<file path="src/design/bkm_pkg.sv">
package bkm_pkg;

   localparam int WORD_BITS      = 16;
   localparam int FRAC_BITS      = 11;
   localparam int MAX_ITERATIONS = 16;
   localparam int COUNT_BITS     = 5;
   localparam int INDEX_BITS     = 4;

   localparam logic [COUNT_BITS-1:0] COUNT_RESET = COUNT_BITS'(11);
   localparam logic [COUNT_BITS-1:0] COUNT_MAX   = COUNT_BITS'(MAX_ITERATIONS);

   // Fixed-point constants, rounded to the nearest value with FRAC_BITS fraction bits.
   localparam logic signed [WORD_BITS-1:0] LIMIT_WORD = 16'sd3199;  // 1.56202
   localparam logic signed [WORD_BITS-1:0] SLOPE_WORD = 16'sd2944;  // 23/16
   localparam logic signed [WORD_BITS-1:0] LN2_WORD   = 16'sd1420;  // ln 2

   typedef logic signed [WORD_BITS-1:0] word_type;

   typedef enum logic [4:0] {
      ST_IDLE   = 5'b00001,
      ST_MULT   = 5'b00010,
      ST_REDUCE = 5'b00100,
      ST_ITER   = 5'b01000,
      ST_SCALE  = 5'b10000
   } state_type;

   typedef struct packed {
      logic     take;
      word_type l_next;
      word_type e_next;
   } step_type;

   // ln(1 + 2^-i), rounded to the word format.
   function automatic word_type log_entry(input logic [INDEX_BITS-1:0] idx);
      word_type t;
      case (idx)
         4'd0:    t = 16'sd1420;
         4'd1:    t = 16'sd830;
         4'd2:    t = 16'sd457;
         4'd3:    t = 16'sd241;
         4'd4:    t = 16'sd124;
         4'd5:    t = 16'sd63;
         4'd6:    t = 16'sd32;
         4'd7:    t = 16'sd16;
         4'd8:    t = 16'sd8;
         4'd9:    t = 16'sd4;
         4'd10:   t = 16'sd2;
         4'd11:   t = 16'sd1;
         default: t = 16'sd0;
      endcase
      return t;
   endfunction

endpackage

</file>
<file path="src/design/bkm_iter_unit.sv">
module bkm_iter_unit (
   input  bkm_pkg::word_type                 l_value,
   input  bkm_pkg::word_type                 e_value,
   input  logic [bkm_pkg::INDEX_BITS-1:0]    index,
   output bkm_pkg::step_type                 step
);

   bkm_pkg::word_type table_value;
   bkm_pkg::word_type e_shifted;

   always_comb begin
      table_value = bkm_pkg::log_entry(index);
      e_shifted   = e_value >>> index;
      step.take   = (l_value > table_value);
      if (step.take) begin
         step.l_next = l_value - table_value;
         step.e_next = e_value + e_shifted;
      end else begin
         step.l_next = l_value;
         step.e_next = e_value;
      end
   end

endmodule

</file>
<file path="src/design/bkm_exponential_unit.sv">
// Channel    Ports                                        Transfer
// request    start, busy, req_argument, req_start_value   start high while busy is low
// response   rsp_strobe, rsp_exp_result, rsp_residual     one cycle with rsp_strobe high
// config     csr_write_enable, csr_write_data             any cycle with the enable high
//
// After its transfer an argument passes through the range-reduction multiply, the
// reduction itself, N iterations of the shared compare-and-add unit, where N is the
// iteration count capped at 16, and the final scaling shift, which raises the response
// strobe. Busy is high throughout. The synchronous reset returns the sequencer to idle
// and the iteration count to 11. The receiver cannot stall responses.
module bkm_exponential_unit (
   input  logic                                clock,
   input  logic                                reset,
   input  logic                                start,
   output logic                                busy,
   input  logic signed [15:0]                  req_argument,
   input  logic signed [15:0]                  req_start_value,
   output logic                                rsp_strobe,
   output logic signed [15:0]                  rsp_exp_result,
   output logic signed [15:0]                  rsp_residual,
   input  logic                                csr_write_enable,
   input  logic [bkm_pkg::COUNT_BITS-1:0]      csr_write_data
);

   bkm_pkg::state_type state_ff, state_in;
   logic [bkm_pkg::COUNT_BITS-1:0] iteration_count_ff, iteration_count_in;
   logic [bkm_pkg::COUNT_BITS-1:0] count_ff, count_in;
   logic [bkm_pkg::COUNT_BITS-1:0] idx_ff, idx_in;
   bkm_pkg::word_type x_ff, x_in;
   bkm_pkg::word_type e_ff, e_in;
   bkm_pkg::word_type l_ff, l_in;
   bkm_pkg::word_type prod_ff, prod_in;
   logic reduce_ff, reduce_in;
   logic signed [4:0] shift_ff, shift_in;
   logic rsp_strobe_ff, rsp_strobe_in;
   bkm_pkg::word_type rsp_exp_ff, rsp_exp_in;
   bkm_pkg::word_type rsp_res_ff, rsp_res_in;

   logic signed [2*bkm_pkg::WORD_BITS-1:0] prod_full;
   logic signed [4:0]                      red_shift;
   logic [4:0]                             neg_shift;
   logic [bkm_pkg::COUNT_BITS-1:0]         count_eff;
   bkm_pkg::step_type                      step;

   bkm_iter_unit u_iter (
      .l_value (l_ff),
      .e_value (e_ff),
      .index   (idx_ff[bkm_pkg::INDEX_BITS-1:0]),
      .step    (step)
   );

   always_comb begin
      iteration_count_in = csr_write_enable ? csr_write_data : iteration_count_ff;
      count_eff = (iteration_count_ff > bkm_pkg::COUNT_MAX) ? bkm_pkg::COUNT_MAX
                                                            : iteration_count_ff;

      prod_full = (2*bkm_pkg::WORD_BITS)'(x_ff * bkm_pkg::SLOPE_WORD);
      // Integer part of the scaled argument: the top bits of the wrapped product.
      red_shift = reduce_ff ? prod_ff[bkm_pkg::WORD_BITS-1:bkm_pkg::FRAC_BITS] : 5'sd0;
      neg_shift = 5'(-shift_ff);

      state_in      = state_ff;
      count_in      = count_ff;
      idx_in        = idx_ff;
      x_in          = x_ff;
      e_in          = e_ff;
      l_in          = l_ff;
      prod_in       = prod_ff;
      reduce_in     = reduce_ff;
      shift_in      = shift_ff;
      rsp_strobe_in = 1'b0;
      rsp_exp_in    = rsp_exp_ff;
      rsp_res_in    = rsp_res_ff;

      unique case (state_ff)
         bkm_pkg::ST_IDLE: begin
            if (start) begin
               x_in     = req_argument;
               e_in     = req_start_value;
               count_in = count_eff;
               state_in = bkm_pkg::ST_MULT;
            end
         end
         bkm_pkg::ST_MULT: begin
            prod_in   = prod_full[bkm_pkg::FRAC_BITS+bkm_pkg::WORD_BITS-1:bkm_pkg::FRAC_BITS];
            reduce_in = (x_ff > bkm_pkg::LIMIT_WORD) || (x_ff < 16'sd0);
            state_in  = bkm_pkg::ST_REDUCE;
         end
         bkm_pkg::ST_REDUCE: begin
            shift_in = red_shift;
            l_in     = x_ff - bkm_pkg::WORD_BITS'(red_shift * bkm_pkg::LN2_WORD);
            idx_in   = '0;
            state_in = (count_ff == '0) ? bkm_pkg::ST_SCALE : bkm_pkg::ST_ITER;
         end
         bkm_pkg::ST_ITER: begin
            l_in   = step.l_next;
            e_in   = step.e_next;
            idx_in = idx_ff + 5'd1;
            if (idx_ff + 5'd1 == count_ff) begin
               state_in = bkm_pkg::ST_SCALE;
            end
         end
         bkm_pkg::ST_SCALE: begin
            // A right shift by the full word width leaves only sign bits, as required.
            if (shift_ff > 5'sd0) begin
               rsp_exp_in = e_ff << shift_ff[3:0];
            end else if (shift_ff < 5'sd0) begin
               rsp_exp_in = e_ff >>> neg_shift;
            end else begin
               rsp_exp_in = e_ff;
            end
            rsp_res_in    = l_ff;
            rsp_strobe_in = 1'b1;
            state_in      = bkm_pkg::ST_IDLE;
         end
         default: begin
            state_in = bkm_pkg::ST_IDLE;
         end
      endcase
   end

   always_ff @(posedge clock) begin
      if (reset) begin
         state_ff           <= bkm_pkg::ST_IDLE;
         iteration_count_ff <= bkm_pkg::COUNT_RESET;
         rsp_strobe_ff      <= 1'b0;
      end else begin
         state_ff           <= state_in;
         iteration_count_ff <= iteration_count_in;
         rsp_strobe_ff      <= rsp_strobe_in;
      end
   end

   always_ff @(posedge clock) begin
      count_ff   <= count_in;
      idx_ff     <= idx_in;
      x_ff       <= x_in;
      e_ff       <= e_in;
      l_ff       <= l_in;
      prod_ff    <= prod_in;
      reduce_ff  <= reduce_in;
      shift_ff   <= shift_in;
      rsp_exp_ff <= rsp_exp_in;
      rsp_res_ff <= rsp_res_in;
   end

   assign busy           = (state_ff != bkm_pkg::ST_IDLE);
   assign rsp_strobe     = rsp_strobe_ff;
   assign rsp_exp_result = rsp_exp_ff;
   assign rsp_residual   = rsp_res_ff;

endmodule
</file>
<file path="config.mk">
export PLATFORM = sky130hd
export DESIGN_NAME = bkm_exponential_unit
export DESIGN_NICKNAME = d
export VERILOG_FILES = /design/src/design/bkm_pkg.sv /design/src/design/bkm_iter_unit.sv /design/src/design/bkm_exponential_unit.sv
export SDC_FILE = /design/constraint.sdc
export NUM_CORES = 1
export LEC_CHECK = 0
export BUFFER_PORTS_ARGS = -buffer_cell sky130_fd_sc_hd__buf_2
export CAP_MARGIN = 30
export CELL_PAD_IN_SITES_DETAIL_PLACEMENT = 1
export CELL_PAD_IN_SITES_GLOBAL_PLACEMENT = 2
export CORE_MARGIN = 2
export CORE_UTILIZATION = 42
export DETAILED_ROUTE_END_ITERATION = 7
export PLACE_DENSITY_LB_ADDON = 0.1
export SETUP_SLACK_MARGIN = 0.4
export SYNTH_ARGS = -nofsm -noshare
export SYNTH_HDL_FRONTEND = slang
export SYNTH_SLANG_ARGS = --single-unit
</file>
<file path="constraint.sdc">
create_clock -name clock -period 7.3 [get_ports clock]
set_clock_uncertainty 0.15 [all_clocks]
set_input_delay 1.46 -clock clock [delete_from_list [all_inputs] [get_ports clock]]
set_output_delay 1.46 -clock clock [all_outputs]
set_load 0.05 [all_outputs]
</file>
==> flow_summary.yaml <==
yosys:
  syn_nets: 1339
  netlist_instances: 1161
  synth_edf_count: 101
  yosysUniqueCellTypes: 74
  synth_ff_type: "edfxtp_1"
  ys_seq_area_share_pct: 32.4
  ys_ff_latch: 123
  synth_warnings: 0
  post_synth_instance_area_um2: 10700
  synth_area_leaders: "edfxtp_1 (28%), ha_1 (12%), fa_1 (6.2%)"
  avgSynthCellArea_um2: 9.25
  yosys.area.top_type: "edfxtp_1"
  synth_top_area_share_pct: 28.2
  synthArstFlopShare_pct: 0
power_and_ir_drop:
  pwr-share-seq_pct: 34.7
  leakage_nw: 5.19
  switching_share_pct: 35.7
  p_comb_share_pct: 29.7
  p_int_mw: 1.59
  irDropWorstVdd_mv: 0.164
  power.density_nw_per_um2: 205
  power.net_switching_mw: 0.881
  clockPowerShare_pct: 35.6
clock_network:
  cts.sinks: 123
  post_cts_buffers: 0
  clk_latency_ns: 0.43
  cts_buffer_depth: 2
  root_buffer: "clkbuf_16"
  hold_buffers: 0
  cts_buffers: 17
  cts.htree.levels: 4
  clk_pin_slew_worst_paths_ns: 0.08
  cts.repair.resized: 0
  cts_tree: "yes"
floorplan:
  coreArea_um2: 25100
  die_area_um2: 26900
  die_h_um: 164
  fp.dieW_um: 164
  start_util_pct: 42.8
  pin_count: 75
  row_count: 58
detailed_routing:
  antenna_left: 0
  route.vias.total: 8620
  drc_errors: 0
  avgRoutedWirePerCell_um: 19.3
  first_pass_iters: 5
  drt_iter0_markers: 438
  wirelength_um: 30000
  post_drt_via_cell_ratio: 5.55
cells_and_area:
  drive_gt1_share_pct: 12.7
  fin_cells: 1553
  final_common_cell: "inv_1"
  fill_cells: 2936
  multi_input_area_um2: 6550
  final_cell_mix: "inv_1 (127), nand2_1 (107), ha_1 (104), edfxtp_1 (101), nor2_1 (83)"
  register_area_um2: 3470
  area_growth_syn_to_layout_pct: 12.0
  fin_nets: 1388
  num_antenna_cells: 0
worst_setup_path:
  cp-end-kind: "flop"
  r2r_end: "l_ff[14]"
  path_common_cell: "ha_1"
  crit_arrival_ns: 4.51
  crit_chain: "xor2_1 -> and2_1 -> ha_1 -> inv_1 -> fa_1 -> inv_1 -> ha_1 -> ha_1 -> and3_1 -> a21oi_1 -> o21ai_1 -> or2_2 -> xnor2_1 -> ha_1 -> a21o_1 -> a31oi_1 -> xnor2_1 -> nand2_1 -> o21ai_1"
  startpoint_type: "flop"
  crit_fanout: 5
  reg2reg_from: "prod_ff[15]"
  rrSetupSlack_ns: 2.80
  cpPeakStageDelay_ns: 0.51
  crit_path_top_delay_cell: "fa_1"
  cp_data_required_time_ns: 7.31
  cpLargestDelayFamily: "adder cells"
  path_buf_inv: 2
  critical_path_class: "reg2reg"
  reg2reg_depth: 19
  crit_start: "prod_ff[15]"
min_path:
  hold_class: "reg2reg"
  whs_endpoint: "rsp_residual[0]"
  hold_start: "l_ff[0]"
  hold_path_depth: 0
global_route:
  grt_usage_pct: 23.3
  grt_start_max_net_pins: 59
  antenna_found_initial: 1
  grt_pass1_vias: 8991
  overflow: 0
  grt_pass1_wl_um: 48200
timing:
  drv_slew: 0
  worst_pin_slew_ns: 0.933
  relSlewSlack_pct: 37.6
  tns_ns: 0
  period_share_pct: 61.7
  setup_viol: 0
  final-hold-violation-count: 0
  fin_ws_ns: 2.80
  period_needed_ns: 4.50
  rsz0062_at_grt: "false"
  fmax_mhz: 222
placed_design:
  dpl.cell_count: 1519
  io_buffers: 74
  pre_cts_ws_ns: 2.84
  gp_congestion: 0.811
  hpwl_um: 22600
job:
  drv_cap: 0
run_status:
  outcome: "complete, no violations"
## cell type report
class | instances | area share, %
clock inverters | 15 | 1.45
flip-flops and latches | 123 | 28.9
clock buffers | 17 | 3.54
inverters | 130 | 4.06
repair buffers | 86 | 4.22
well taps | 330 | 3.43
multi-input cells | 852 | 54.4
## worst max-delay path by stage
stage	endpoint	slack (ns)	cells past startpoint
after floorplan	l_ff[14]	3.11	19
after CTS	l_ff[14]	2.76	19
final	l_ff[14]	2.80	19
after detailed placement	l_ff[14]	2.84	20
after global placement	l_ff[15]	2.96	18
after global routing	l_ff[14]	2.50	20
## metrics by stage
step	util, %	cell area [µm²]	total power [mW]	hold WS, ns
floorplan	-	10700	1.40	0.276
global placement	45.2	11400	1.58	0.287
detailed placement	45.3	11400	1.61	0.296
CTS	47.7	12000	2.49	0.314
global route	47.9	12000	2.63	0.333
finish	47.9	12000	2.47	0.308
## cell usage after synthesis (32+ instances only)
cell type  number
nor2_1         83
xor2_1         32
clkbuf_1       37
o21ai_0        39
xnor2_1        35
ha_1          104
a21oi_1        78
mux2i_1        42
nand2_1       107
inv_1         127
fa_1           33
edfxtp_1      101
## routing by layer
layer / wire length (µm) / up-vias / GRT usage (%)
met5: 14 / - / 0
met4: 696 / 2 / 7.93
met3: 851 / 41 / 2.80
met2: 15200 / 156 / 40.9
met1: 13200 / 4227 / 29.6
li1: - / 4194 / -
## registers in the layout (all words and copies together) (netlist names)
| signal | cells |
|---|---|
| prod_ff | 5 |
| rsp_strobe | 1 |
| reduce_ff | 1 |
| state_ff | 5 |
| rsp_exp_result | 16 |
| idx_ff | 5 |
| e_ff | 16 |
| count_ff | 5 |
| shift_ff | 5 |
| l_ff | 16 |
| u_iter.table_value | 11 |
| x_ff | 16 |
| iteration_count_ff | 5 |
| rsp_residual | 16 |
## power groups by stage
stage	logic (mW)	clock network, mW	registers [mW]
floorplan	0.556	0	0.844
global placement	0.709	0	0.873
detailed placement	0.733	0	0.873
CTS	0.742	0.894	0.858
global route	0.844	0.922	0.861
finish	0.733	0.879	0.856
## logic make-up after synthesis
kind of cell / after synthesis / synth area share, %
compound gates: 275 / 16.1
xor+xnor: 67 / 5.47
fa+ha+maj: 138 / 18.4
buf+inv: 186 / 6.72
flops: 123 / 32.4
mux: 66 / 7.69
simple gates: 306 / 13.3
(Power assumes the default switching activity.)
